## src/dce_pkg.sv

```systemverilog
// ----------------------------------------------------------------------------
// Downscale capture engine package
// Shared request/result types, codes, defaults and divider interface.
// ----------------------------------------------------------------------------
package dce_pkg;

    typedef struct packed {
        logic [1:0]  mode;
        logic [23:0] pixel_rgb;
    } in_req_t;

    typedef struct packed {
        logic [2:0]  status;
        logic [15:0] pixel_value;
        logic        pixel_valid;
        logic [23:0] write_offset;
        logic [11:0] fetch_x;
        logic [11:0] fetch_y;
        logic        frame_end;
        logic [4:0]  frames_done;
        logic        capture_active;
    } out_res_t;

    localparam logic [1:0] MODE_PIXEL = 2'd0;
    localparam logic [1:0] MODE_START = 2'd1;
    localparam logic [1:0] MODE_STOP  = 2'd2;

    localparam logic [2:0] STS_OK         = 3'd0;
    localparam logic [2:0] STS_FINISHED   = 3'd1;
    localparam logic [2:0] STS_NO_SOURCE  = 3'd2;
    localparam logic [2:0] STS_BAD_SIZE   = 3'd3;
    localparam logic [2:0] STS_TOO_LARGE  = 3'd4;
    localparam logic [2:0] STS_NO_ROOM    = 3'd5;
    localparam logic [2:0] STS_NOT_ACTIVE = 3'd6;

    localparam logic [2:0] CFG_SRC_WIDTH   = 3'd0;
    localparam logic [2:0] CFG_SRC_HEIGHT  = 3'd1;
    localparam logic [2:0] CFG_OUT_WIDTH   = 3'd2;
    localparam logic [2:0] CFG_OUT_HEIGHT  = 3'd3;
    localparam logic [2:0] CFG_FORMAT      = 3'd4;
    localparam logic [2:0] CFG_FRAME_LIMIT = 3'd5;
    localparam logic [2:0] CFG_CAPACITY    = 3'd6;

    localparam logic [11:0] RST_SRC_WIDTH  = 12'd640;
    localparam logic [11:0] RST_SRC_HEIGHT = 12'd480;
    localparam logic [23:0] RST_CAPACITY   = 24'd65536;

    localparam logic [11:0] SHOT_W_DEF = 12'd96;
    localparam logic [11:0] SHOT_H_DEF = 12'd54;
    localparam logic [11:0] REC_W_DEF  = 12'd64;
    localparam logic [11:0] REC_H_DEF  = 12'd36;
    localparam logic [7:0]  REC_LIM_DEF = 8'd8;
    localparam logic [23:0] SHOT_MAX_BYTES = 24'h00FFFF;

    localparam logic [14:0] LUMA_R = 15'd30;
    localparam logic [14:0] LUMA_G = 15'd59;
    localparam logic [14:0] LUMA_B = 15'd11;
    // floor(x/100) == (x*5243)>>19 for all x <= 25500
    localparam logic [27:0] LUMA_RECIP = 28'd5243;
    localparam int          LUMA_SHIFT = 19;

    localparam int DIV_W     = 24;
    localparam int DIV_STEPS = 2;

    typedef struct packed {
        logic             start;
        logic [DIV_W-1:0] dividend;
        logic [DIV_W-1:0] divisor;
    } div_req_t;

    typedef struct packed {
        logic             busy;
        logic             done;
        logic [DIV_W-1:0] quotient;
    } div_rsp_t;

    typedef enum logic [2:0] {
        S_IDLE,
        S_SIZE,
        S_ROOM,
        S_FITS,
        S_XLOAD,
        S_XWAIT,
        S_YWAIT,
        S_RESP
    } fsm_t;

endpackage

```

## src/dce_divider.sv

```systemverilog
// ----------------------------------------------------------------------------
// Downscale capture engine divider
// Unsigned restoring divider, two quotient bits per cycle, one-cycle done.
// ----------------------------------------------------------------------------
module dce_divider (
    input  logic                aclk,
    input  logic                aresetn,
    input  dce_pkg::div_req_t   req,
    output dce_pkg::div_rsp_t   rsp
);

    localparam int W      = dce_pkg::DIV_W;
    localparam int CYCLES = dce_pkg::DIV_W / dce_pkg::DIV_STEPS;
    localparam int CNT_W  = $clog2(CYCLES + 1);

    logic             busy_reg, busy_next;
    logic             done_reg, done_next;
    logic [CNT_W-1:0] cnt_reg, cnt_next;
    logic [W:0]       rem_reg, rem_next;
    logic [W-1:0]     quo_reg, quo_next;
    logic [W-1:0]     dvs_reg, dvs_next;
    logic [W:0]       rem_t;
    logic [W-1:0]     quo_t;

    always_comb begin
        rem_t = rem_reg;
        quo_t = quo_reg;
        for (int i = 0; i < dce_pkg::DIV_STEPS; i++) begin
            rem_t = {rem_t[W-1:0], quo_t[W-1]};
            quo_t = {quo_t[W-2:0], 1'b0};
            if (rem_t >= {1'b0, dvs_reg}) begin
                rem_t    = rem_t - {1'b0, dvs_reg};
                quo_t[0] = 1'b1;
            end
        end
    end

    always_comb begin
        busy_next = busy_reg;
        done_next = 1'b0;
        cnt_next  = cnt_reg;
        rem_next  = rem_reg;
        quo_next  = quo_reg;
        dvs_next  = dvs_reg;
        if (req.start && !busy_reg) begin
            busy_next = 1'b1;
            cnt_next  = CNT_W'(CYCLES);
            rem_next  = '0;
            quo_next  = req.dividend;
            dvs_next  = req.divisor;
        end else if (busy_reg) begin
            rem_next = rem_t;
            quo_next = quo_t;
            cnt_next = cnt_reg - CNT_W'(1);
            if (cnt_reg == CNT_W'(1)) begin
                busy_next = 1'b0;
                done_next = 1'b1;
            end
        end
    end

    always_ff @(posedge aclk) begin
        if (!aresetn) begin
            busy_reg <= 1'b0;
            done_reg <= 1'b0;
            cnt_reg  <= '0;
        end else begin
            busy_reg <= busy_next;
            done_reg <= done_next;
            cnt_reg  <= cnt_next;
        end
        rem_reg <= rem_next;
        quo_reg <= quo_next;
        dvs_reg <= dvs_next;
    end

    assign rsp.busy     = busy_reg;
    assign rsp.done     = done_reg;
    assign rsp.quotient = quo_reg;

endmodule

```

## src/downscale_capture_engine.sv

```systemverilog
// ----------------------------------------------------------------------------
// Downscale capture engine
// Nearest-neighbor frame capture: size checks at start, RGB565/luma8
// conversion, store offsets and rounded source coordinates per pixel.
// ----------------------------------------------------------------------------
// Pixel request: two passes of the shared divider. A start request uses the
// divider only for a recording that reaches the frame-fit division.
// One request at a time; s_ready is high only when idle, while a result may
// still wait in the output register.
// Reset (synchronous, aresetn low): config and capture state to defaults, capture idle.
module downscale_capture_engine #(
    parameter int HEADER_BYTES    = 32,
    parameter int FRAME_COUNT_MAX = 24,
    parameter int MAX_OUT_SIDE    = 255,
    parameter int COORD_BITS      = 12
) (
    input  logic               aclk,
    input  logic               aresetn,
    input  logic               s_valid,
    output logic               s_ready,
    input  dce_pkg::in_req_t   s_req,
    output logic               m_valid,
    input  logic               m_ready,
    output dce_pkg::out_res_t  m_res,
    input  logic               cfg_valid,
    output logic               cfg_ready,
    input  logic [2:0]         cfg_addr,
    input  logic [23:0]        cfg_data
);

    localparam int W = dce_pkg::DIV_W;
    localparam logic [23:0] HDR      = 24'(HEADER_BYTES);
    localparam logic [4:0]  LIM_MAX  = 5'(FRAME_COUNT_MAX);
    localparam logic [11:0] SIDE_MAX = 12'(MAX_OUT_SIDE);
    localparam logic [11:0] COORD_MASK =
        (COORD_BITS >= 12) ? 12'hFFF : 12'((1 << COORD_BITS) - 1);

    function automatic logic [15:0] to565(input logic [23:0] p);
        return {p[23:19], p[15:10], p[7:3]};
    endfunction

    function automatic logic [14:0] luma_sum(input logic [23:0] p);
        return 15'(p[23:16]) * dce_pkg::LUMA_R + 15'(p[15:8]) * dce_pkg::LUMA_G
             + 15'(p[7:0]) * dce_pkg::LUMA_B;
    endfunction

    function automatic logic [11:0] clamp_coord(input logic [W-1:0] q,
                                                input logic [11:0] src);
        logic [11:0] c;
        if (src == 12'd0) begin
            c = 12'd0;
        end else if (q >= W'(src)) begin
            c = src - 12'd1;
        end else begin
            c = q[11:0];
        end
        return c & COORD_MASK;
    endfunction

    // configuration
    logic [11:0] src_w_reg, src_h_reg, out_w_reg, out_h_reg;
    logic        fmt_reg;
    logic [7:0]  flim_reg;
    logic [23:0] cap_reg;

    // capture state
    dce_pkg::fsm_t state_reg, state_next;
    logic        active_reg, active_next;
    logic        rec_reg, rec_next;
    logic [7:0]  eff_w_reg, eff_w_next, eff_h_reg, eff_h_next;
    logic [4:0]  eff_lim_reg, eff_lim_next;
    logic [7:0]  column_reg, column_next, row_reg, row_next;
    logic [4:0]  frame_reg, frame_next;
    logic [23:0] wpos_reg, wpos_next;
    logic [11:0] next_x_reg, next_x_next, next_y_reg, next_y_next;

    // per-request work
    logic [7:0]  st_w_reg, st_w_next, st_h_reg, st_h_next;
    logic [4:0]  st_lim_reg, st_lim_next;
    logic [2:0]  wk_status_reg, wk_status_next;
    logic        wk_valid_reg, wk_valid_next;
    logic        wk_luma_reg, wk_luma_next;
    logic        wk_fend_reg, wk_fend_next;
    logic [15:0] wk_v565_reg, wk_v565_next;
    logic [14:0] wk_lsum_reg, wk_lsum_next;
    logic [23:0] wk_off_reg, wk_off_next;

    logic                 m_valid_reg, m_valid_next;
    dce_pkg::out_res_t    m_res_reg, m_res_next;

    dce_pkg::div_req_t    div_req;
    dce_pkg::div_rsp_t    div_rsp;

    logic [11:0] w_sel, h_sel, w_clamp, h_clamp;
    logic [7:0]  lim8;
    logic [4:0]  lim5;
    logic [15:0] fb;
    logic [23:0] need;
    logic [7:0]  mul_a;
    logic [11:0] mul_b;
    logic [19:0] mul_p;
    logic [7:0]  near_n;
    logic [7:0]  col_inc, row_inc;
    logic [4:0]  frame_inc;
    logic [27:0] luma_prod;
    logic [11:0] coord_src;
    logic [11:0] coord;
    logic [4:0]  fit_lim;
    logic        commit;
    logic [4:0]  commit_lim;

    dce_divider u_div (
        .aclk    (aclk),
        .aresetn (aresetn),
        .req     (div_req),
        .rsp     (div_rsp)
    );

    // start sizing
    assign w_sel   = (out_w_reg != 12'd0) ? out_w_reg
                   : (fmt_reg ? dce_pkg::REC_W_DEF : dce_pkg::SHOT_W_DEF);
    assign h_sel   = (out_h_reg != 12'd0) ? out_h_reg
                   : (fmt_reg ? dce_pkg::REC_H_DEF : dce_pkg::SHOT_H_DEF);
    assign w_clamp = (w_sel > src_w_reg) ? src_w_reg : w_sel;
    assign h_clamp = (h_sel > src_h_reg) ? src_h_reg : h_sel;
    assign lim8    = (flim_reg != 8'd0) ? flim_reg : dce_pkg::REC_LIM_DEF;
    assign lim5    = (lim8 > 8'(LIM_MAX)) ? LIM_MAX : lim8[4:0];
    assign fb      = st_w_reg * st_h_reg;
    assign need    = 24'({fb, 1'b0}) + HDR;
    assign fit_lim = (div_rsp.quotient < W'(st_lim_reg)) ? div_rsp.quotient[4:0]
                                                          : st_lim_reg;

    // coordinate sampling: x in XLOAD, y when the x pass completes
    assign mul_a     = (state_reg == dce_pkg::S_XLOAD) ? column_reg : row_reg;
    assign mul_b     = (state_reg == dce_pkg::S_XLOAD) ? src_w_reg : src_h_reg;
    assign near_n    = (state_reg == dce_pkg::S_XLOAD) ? eff_w_reg : eff_h_reg;
    assign mul_p     = mul_a * mul_b;
    assign coord_src = (state_reg == dce_pkg::S_XWAIT) ? src_w_reg : src_h_reg;
    assign coord     = clamp_coord(div_rsp.quotient, coord_src);

    assign col_inc   = column_reg + 8'd1;
    assign row_inc   = row_reg + 8'd1;
    assign frame_inc = frame_reg + 5'd1;
    assign luma_prod = 28'(wk_lsum_reg) * dce_pkg::LUMA_RECIP;

    always_comb begin
        div_req.start    = 1'b0;
        div_req.dividend = W'(mul_p) + W'(near_n >> 1);
        div_req.divisor  = W'(near_n);
        if (state_reg == dce_pkg::S_ROOM) begin
            div_req.dividend = cap_reg - HDR;
            div_req.divisor  = W'(fb);
        end
        if (state_reg == dce_pkg::S_XLOAD) begin
            div_req.start = 1'b1;
        end
        if (state_reg == dce_pkg::S_XWAIT && div_rsp.done) begin
            div_req.start = 1'b1;
        end
        if (state_reg == dce_pkg::S_ROOM && fmt_reg
            && !(HDR + 24'(fb) > cap_reg)) begin
            div_req.start = 1'b1;
        end
    end

    always_comb begin
        state_next     = state_reg;
        active_next    = active_reg;
        rec_next       = rec_reg;
        eff_w_next     = eff_w_reg;
        eff_h_next     = eff_h_reg;
        eff_lim_next   = eff_lim_reg;
        column_next    = column_reg;
        row_next       = row_reg;
        frame_next     = frame_reg;
        wpos_next      = wpos_reg;
        next_x_next    = next_x_reg;
        next_y_next    = next_y_reg;
        st_w_next      = st_w_reg;
        st_h_next      = st_h_reg;
        st_lim_next    = st_lim_reg;
        wk_status_next = wk_status_reg;
        wk_valid_next  = wk_valid_reg;
        wk_luma_next   = wk_luma_reg;
        wk_fend_next   = wk_fend_reg;
        wk_v565_next   = wk_v565_reg;
        wk_lsum_next   = wk_lsum_reg;
        wk_off_next    = wk_off_reg;
        m_valid_next   = m_valid_reg && !m_ready;
        m_res_next     = m_res_reg;
        commit         = 1'b0;
        commit_lim     = 5'd1;

        unique case (state_reg)
            dce_pkg::S_IDLE: begin
                if (s_valid) begin
                    wk_status_next = dce_pkg::STS_OK;
                    wk_valid_next  = 1'b0;
                    wk_fend_next   = 1'b0;
                    wk_off_next    = '0;
                    wk_luma_next   = rec_reg;
                    wk_v565_next   = to565(s_req.pixel_rgb);
                    wk_lsum_next   = luma_sum(s_req.pixel_rgb);
                    state_next     = dce_pkg::S_RESP;
                    unique case (s_req.mode)
                        dce_pkg::MODE_START: begin
                            state_next = dce_pkg::S_SIZE;
                        end
                        dce_pkg::MODE_STOP: begin
                            if (active_reg && rec_reg) begin
                                active_next = 1'b0;
                            end else begin
                                wk_status_next = dce_pkg::STS_NOT_ACTIVE;
                            end
                        end
                        dce_pkg::MODE_PIXEL: begin
                            if (!active_reg) begin
                                wk_status_next = dce_pkg::STS_NOT_ACTIVE;
                            end else begin
                                wk_valid_next = 1'b1;
                                wk_off_next   = wpos_reg;
                                wpos_next     = wpos_reg + (rec_reg ? 24'd1 : 24'd2);
                                state_next    = dce_pkg::S_XLOAD;
                                if (col_inc >= eff_w_reg) begin
                                    column_next = '0;
                                    if (row_inc >= eff_h_reg) begin
                                        row_next     = '0;
                                        wk_fend_next = 1'b1;
                                        frame_next   = frame_inc;
                                        if (frame_inc >= eff_lim_reg) begin
                                            active_next    = 1'b0;
                                            wk_status_next = dce_pkg::STS_FINISHED;
                                        end
                                    end else begin
                                        row_next = row_inc;
                                    end
                                end else begin
                                    column_next = col_inc;
                                end
                            end
                        end
                        default: begin
                        end
                    endcase
                end
            end
            dce_pkg::S_SIZE: begin
                if (src_w_reg == 12'd0 || src_h_reg == 12'd0) begin
                    wk_status_next = dce_pkg::STS_NO_SOURCE;
                    state_next     = dce_pkg::S_RESP;
                end else if (w_clamp == 12'd0 || h_clamp == 12'd0
                             || w_clamp > SIDE_MAX || h_clamp > SIDE_MAX) begin
                    wk_status_next = dce_pkg::STS_BAD_SIZE;
                    state_next     = dce_pkg::S_RESP;
                end else begin
                    st_w_next   = w_clamp[7:0];
                    st_h_next   = h_clamp[7:0];
                    st_lim_next = lim5;
                    state_next  = dce_pkg::S_ROOM;
                end
            end
            dce_pkg::S_ROOM: begin
                if (!fmt_reg) begin
                    state_next = dce_pkg::S_RESP;
                    if (need > dce_pkg::SHOT_MAX_BYTES) begin
                        wk_status_next = dce_pkg::STS_TOO_LARGE;
                    end else if (cap_reg < need) begin
                        wk_status_next = dce_pkg::STS_NO_ROOM;
                    end else begin
                        commit     = 1'b1;
                        commit_lim = 5'd1;
                    end
                end else if (HDR + 24'(fb) > cap_reg) begin
                    wk_status_next = dce_pkg::STS_NO_ROOM;
                    state_next     = dce_pkg::S_RESP;
                end else begin
                    state_next = dce_pkg::S_FITS;
                end
            end
            dce_pkg::S_FITS: begin
                if (div_rsp.done) begin
                    state_next = dce_pkg::S_RESP;
                    if (fit_lim == 5'd0) begin
                        wk_status_next = dce_pkg::STS_NO_ROOM;
                    end else begin
                        commit     = 1'b1;
                        commit_lim = fit_lim;
                    end
                end
            end
            dce_pkg::S_XLOAD: begin
                state_next = dce_pkg::S_XWAIT;
            end
            dce_pkg::S_XWAIT: begin
                if (div_rsp.done) begin
                    next_x_next = coord;
                    state_next  = dce_pkg::S_YWAIT;
                end
            end
            dce_pkg::S_YWAIT: begin
                if (div_rsp.done) begin
                    next_y_next = coord;
                    state_next  = dce_pkg::S_RESP;
                end
            end
            dce_pkg::S_RESP: begin
                if (!m_valid_reg || m_ready) begin
                    m_valid_next              = 1'b1;
                    m_res_next.status         = wk_status_reg;
                    m_res_next.pixel_valid    = wk_valid_reg;
                    m_res_next.pixel_value    = !wk_valid_reg ? 16'd0
                        : (wk_luma_reg ? {8'd0, luma_prod[dce_pkg::LUMA_SHIFT +: 8]}
                                       : wk_v565_reg);
                    m_res_next.write_offset   = wk_off_reg;
                    m_res_next.fetch_x        = next_x_reg;
                    m_res_next.fetch_y        = next_y_reg;
                    m_res_next.frame_end      = wk_fend_reg;
                    m_res_next.frames_done    = frame_reg;
                    m_res_next.capture_active = active_reg;
                    state_next                = dce_pkg::S_IDLE;
                end
            end
            default: begin
                state_next = dce_pkg::S_IDLE;
            end
        endcase

        if (commit) begin
            active_next  = 1'b1;
            rec_next     = fmt_reg;
            eff_w_next   = st_w_reg;
            eff_h_next   = st_h_reg;
            eff_lim_next = commit_lim;
            column_next  = '0;
            row_next     = '0;
            frame_next   = '0;
            wpos_next    = HDR;
            next_x_next  = '0;
            next_y_next  = '0;
        end
    end

    always_ff @(posedge aclk) begin
        if (!aresetn) begin
            src_w_reg   <= dce_pkg::RST_SRC_WIDTH;
            src_h_reg   <= dce_pkg::RST_SRC_HEIGHT;
            out_w_reg   <= '0;
            out_h_reg   <= '0;
            fmt_reg     <= 1'b0;
            flim_reg    <= '0;
            cap_reg     <= dce_pkg::RST_CAPACITY;
        end else if (cfg_valid) begin
            unique case (cfg_addr)
                dce_pkg::CFG_SRC_WIDTH:   src_w_reg <= cfg_data[11:0];
                dce_pkg::CFG_SRC_HEIGHT:  src_h_reg <= cfg_data[11:0];
                dce_pkg::CFG_OUT_WIDTH:   out_w_reg <= cfg_data[11:0];
                dce_pkg::CFG_OUT_HEIGHT:  out_h_reg <= cfg_data[11:0];
                dce_pkg::CFG_FORMAT:      fmt_reg   <= cfg_data[0];
                dce_pkg::CFG_FRAME_LIMIT: flim_reg  <= cfg_data[7:0];
                dce_pkg::CFG_CAPACITY:    cap_reg   <= cfg_data;
                default: begin
                end
            endcase
        end
    end

    always_ff @(posedge aclk) begin
        if (!aresetn) begin
            state_reg   <= dce_pkg::S_IDLE;
            active_reg  <= 1'b0;
            rec_reg     <= 1'b0;
            eff_w_reg   <= '0;
            eff_h_reg   <= '0;
            eff_lim_reg <= '0;
            column_reg  <= '0;
            row_reg     <= '0;
            frame_reg   <= '0;
            wpos_reg    <= '0;
            next_x_reg  <= '0;
            next_y_reg  <= '0;
            m_valid_reg <= 1'b0;
        end else begin
            state_reg   <= state_next;
            active_reg  <= active_next;
            rec_reg     <= rec_next;
            eff_w_reg   <= eff_w_next;
            eff_h_reg   <= eff_h_next;
            eff_lim_reg <= eff_lim_next;
            column_reg  <= column_next;
            row_reg     <= row_next;
            frame_reg   <= frame_next;
            wpos_reg    <= wpos_next;
            next_x_reg  <= next_x_next;
            next_y_reg  <= next_y_next;
            m_valid_reg <= m_valid_next;
        end
        st_w_reg      <= st_w_next;
        st_h_reg      <= st_h_next;
        st_lim_reg    <= st_lim_next;
        wk_status_reg <= wk_status_next;
        wk_valid_reg  <= wk_valid_next;
        wk_luma_reg   <= wk_luma_next;
        wk_fend_reg   <= wk_fend_next;
        wk_v565_reg   <= wk_v565_next;
        wk_lsum_reg   <= wk_lsum_next;
        wk_off_reg    <= wk_off_next;
        m_res_reg     <= m_res_next;
    end

    assign s_ready   = (state_reg == dce_pkg::S_IDLE);
    assign m_valid   = m_valid_reg;
    assign m_res     = m_res_reg;
    assign cfg_ready = 1'b1;

endmodule

```

## config.mk

```make
export PLATFORM = sky130hd
export DESIGN_NAME = downscale_capture_engine
export DESIGN_NICKNAME = d
export VERILOG_FILES = /design/src/dce_pkg.sv /design/src/dce_divider.sv /design/src/downscale_capture_engine.sv
export SDC_FILE = /design/constraint.sdc
export NUM_CORES = 2
export LEC_CHECK = 0
export ABC_AREA = 1
export BUFFER_PORTS_ARGS = -buffer_cell sky130_fd_sc_hd__buf_2
export CAP_MARGIN = 30
export CORE_UTILIZATION = 55
export CTS_CLUSTER_DIAMETER = 50
export CTS_CLUSTER_SIZE = 25
export DETAILED_ROUTE_END_ITERATION = 7
export PLACE_DENSITY = 0.75
export SLEW_MARGIN = 10
export SYNTH_ARGS = -nofsm -noshare
export SYNTH_HDL_FRONTEND = slang
export SYNTH_SLANG_ARGS = --single-unit
```

## constraint.sdc

```tcl
create_clock -name aclk -period 7.2 [get_ports aclk]
set_clock_uncertainty 0.1 [all_clocks]
set_input_delay 1.44 -clock aclk [delete_from_list [all_inputs] [get_ports aclk]]
set_output_delay 1.44 -clock aclk [all_outputs]
set_load 0.05 [all_outputs]
```

==> impl_metrics.json <==
{
  "setup_viol": 0,
  "grt_pass1_wl_um": 142000,
  "cts_root_buffer": "clkbuf_16",
  "status": "completed",
  "io_pins": 136,
  "die_w_um": 254,
  "regToRegEndpoint": "u_div.quo_reg[7]",
  "fillers": 5393,
  "core_um2": 62100,
  "drt-total-wl_um": 89700,
  "clock_path_buffers": 3,
  "synthFlopType": "dfxtp_1",
  "startpoint_type": "register",
  "postCtsHoldBufs": 0,
  "gp_congestion": 0.965,
  "port_buffers": 134,
  "dp_hpwl_um": 72200,
  "start_util_pct": 56.1,
  "period_share_pct": 95.2,
  "async_flop_share_pct": 0,
  "timing.critical_path.slowest_cell_delay_ps": 550,
  "crit-reg2reg-launch": "st_w_reg[2]",
  "grt_start_max_net_pins": 84,
  "cap_violations": 0,
  "synthCells": 4351,
  "crit_top_cell": "nand2_1",
  "clk_pin_slew_ps": 70,
  "reg2reg_setup_slack_ps": 340,
  "cp_slowest_cell": "fa_1",
  "first_pass_iters": 7,
  "syn_area_per_cell_um2": 8.00,
  "synth_seq_area_share_pct": 28.9,
  "syn_area_um2": 34800,
  "numClockSinks": 404,
  "grt_use_total_pct": 28.0,
  "maxSlewViolCount": 0,
  "end_kind": "register",
  "wl_per_cell_um": 16.7,
  "timing.fmax_mhz": 146,
  "final_hold_viol_count": 0,
  "drc_errors": 0,
  "drive_above_1_share_pct": 8.91,
  "rows": 91,
  "antenna_left": 0,
  "drt_iter0_markers": 2218,
  "vias": 28800,
  "crit_fanout": 35,
  "grt_pass1_vias": 27500,
  "path_class": "reg -> reg",
  "rr_worst_depth": 36,
  "insertion_delay_ps": 620,
  "overflow": 0,
  "dieArea_um2": 64300,
  "cp.arrival_ps": 7190,
  "syn2layout_area_growth_pct": 10.2,
  "endpoint": "u_div.quo_reg[7]",
  "htree_levels": 2,
  "avgViaCountPerCell": 5.35,
  "tightest_slew_ps": 1000,
  "yosys_warnings": 0,
  "synth_seq_cells": 404,
  "n_antenna_cell": 0,
  "synth_edf_count": 197,
  "crit_required_ps": 7530,
  "numCtsBuffers": 47,
  "cp-startpoint": "st_w_reg[2]",
  "largest_reg_flops": 75,
  "die_height_um": 254,
  "slew-limit-headroom_pct": 32.6,
  "antenna_found_initial": 0,
  "hp-class": "reg -> reg",
  "ys_types": 59,
  "cts_tree": "built",
  "fin_util_pct": 61.8,
  "syn_nets": 5030,
  "final_nets": 5174,
  "final_cell_mix": "840 x inv_1, 799 x nand2_1, 383 x ha_1, 375 x nor2_1, 266 x o21ai_0",
  "final_common_cell": "inv_1",
  "fin_crit_ps": 6860
}
-- metal layers --
metal	track usage [%]	wire, um	up-vias
li1	-	-	14300
met1	36.9	39000	13500
met2	46.0	41400	854
met3	4.30	5400	184
met4	11.5	3830	0
met5	0	0	-
-- worst max-delay path: cells and delay by family, from the launching register on --
family	cells	cell delay [ps]
adder cells (fa/ha/maj)	6	2630
AO/OA/AOI/OAI	2	400
buffers and inverters	9	830
AND/OR/NAND/NOR	18	2090
flip-flops	1	470
XOR/XNOR	1	150
-- cells by family (layout without fill, tap and decap cells) --
group,Yosys count,after routing,share of synthesized area (%)
and+or+nand+nor,1571,1571,19.4
buffers and inverters,971,1154,10.7
AOI/OAI and AO/OA,653,653,10.2
adders and majority gates,621,621,27.5
DFF,404,404,28.9
xor gates and xnor gates,128,128,3.27
muxes,2,2,0.0575
other,1,1,0.0108
-- worst min-delay path by stage --
stage,slack [ps],to,cells after the start,from
after floorplan,300,m_res[31],0,wk_off_reg[0]
after global placement,300,m_res[34],0,wk_off_reg[3]
after detailed placement,300,m_res[36],0,wk_off_reg[5]
after CTS,320,m_res[36],0,wk_off_reg[5]
after global routing,330,m_res[73],0,wk_status_reg[1]
final,320,m_res[53],0,wk_off_reg[22]
-- through the flow --
step,instances,setup WS (ps),instance area (um^2),TNS [ps],hold slack [ps]
global route,5371,-18.8,38400,-38.0,328
CTS,5341,274,38100,0,322
floorplan,4351,398,34800,0,300
finish,5371,343,38400,0,321
global placement,5251,337,36400,0,302
detailed placement,5253,240,36400,0,305
-- area by class of cell --
class                           instances  area [um^2]  share of cell area (%)
Sequential cell                       404        10100                    26.2
Clock inverter                         35          422                    1.10
Multi-Input combinational cell       2976        21000                    54.8
Tap cell                              837         1050                    2.73
Timing Repair Buffer                  211         1320                    3.44
Clock buffer                           53         1260                    3.29
Inverter                              855         3210                    8.37
-- repair_timing --
| action | in CTS | in global routing |
|---|---|---|
| endpoints found under the setup margin | 0 | 145 |
| gates resized for setup | 0 | 6 |
| buffers inserted | 0 | 26 |
-- cells in the mapped netlist, types with 4 or more instances --
| cell | instances | area (um^2) |
|---|---|---|
| nor2_2 | 32 | 200 |
| and2_1 | 5 | 31.3 |
| a21oi_1 | 261 | 1310 |
| buf_6 | 4 | 45.0 |
| o211ai_1 | 27 | 203 |
| nor4_1 | 21 | 131 |
| dfxtp_1 | 207 | 4140 |
| inv_2 | 11 | 41.3 |
| o21ai_1 | 12 | 60.1 |
| clkbuf_1 | 84 | 315 |
| nor2_1 | 380 | 1430 |
| edfxtp_1 | 197 | 5920 |
| nand2_1 | 799 | 3000 |
| buf_2 | 17 | 85.1 |
| o31ai_1 | 9 | 67.6 |
| o21bai_1 | 10 | 75.1 |
| xnor2_1 | 34 | 298 |
| o21ai_0 | 266 | 1330 |
| buf_1 | 6 | 22.5 |
| ha_1 | 383 | 4790 |
| a211oi_1 | 7 | 52.6 |
| nand2_2 | 10 | 62.6 |
| nand3b_1 | 8 | 60.1 |
| nand3_1 | 170 | 851 |
| a21boi_0 | 4 | 30.0 |
| o21a_1 | 11 | 82.6 |
| fa_1 | 238 | 4760 |
| a22oi_1 | 10 | 75.1 |
| a31oi_1 | 20 | 125 |
| inv_1 | 841 | 3160 |
| nand4_1 | 68 | 425 |
| a21o_1 | 6 | 45.0 |
| nor3_1 | 30 | 150 |
| or2_2 | 26 | 163 |
| xor2_1 | 92 | 806 |
Power is not shown: default switching activity piles up to over one toggle a cycle in this logic, so the estimate is an artifact.
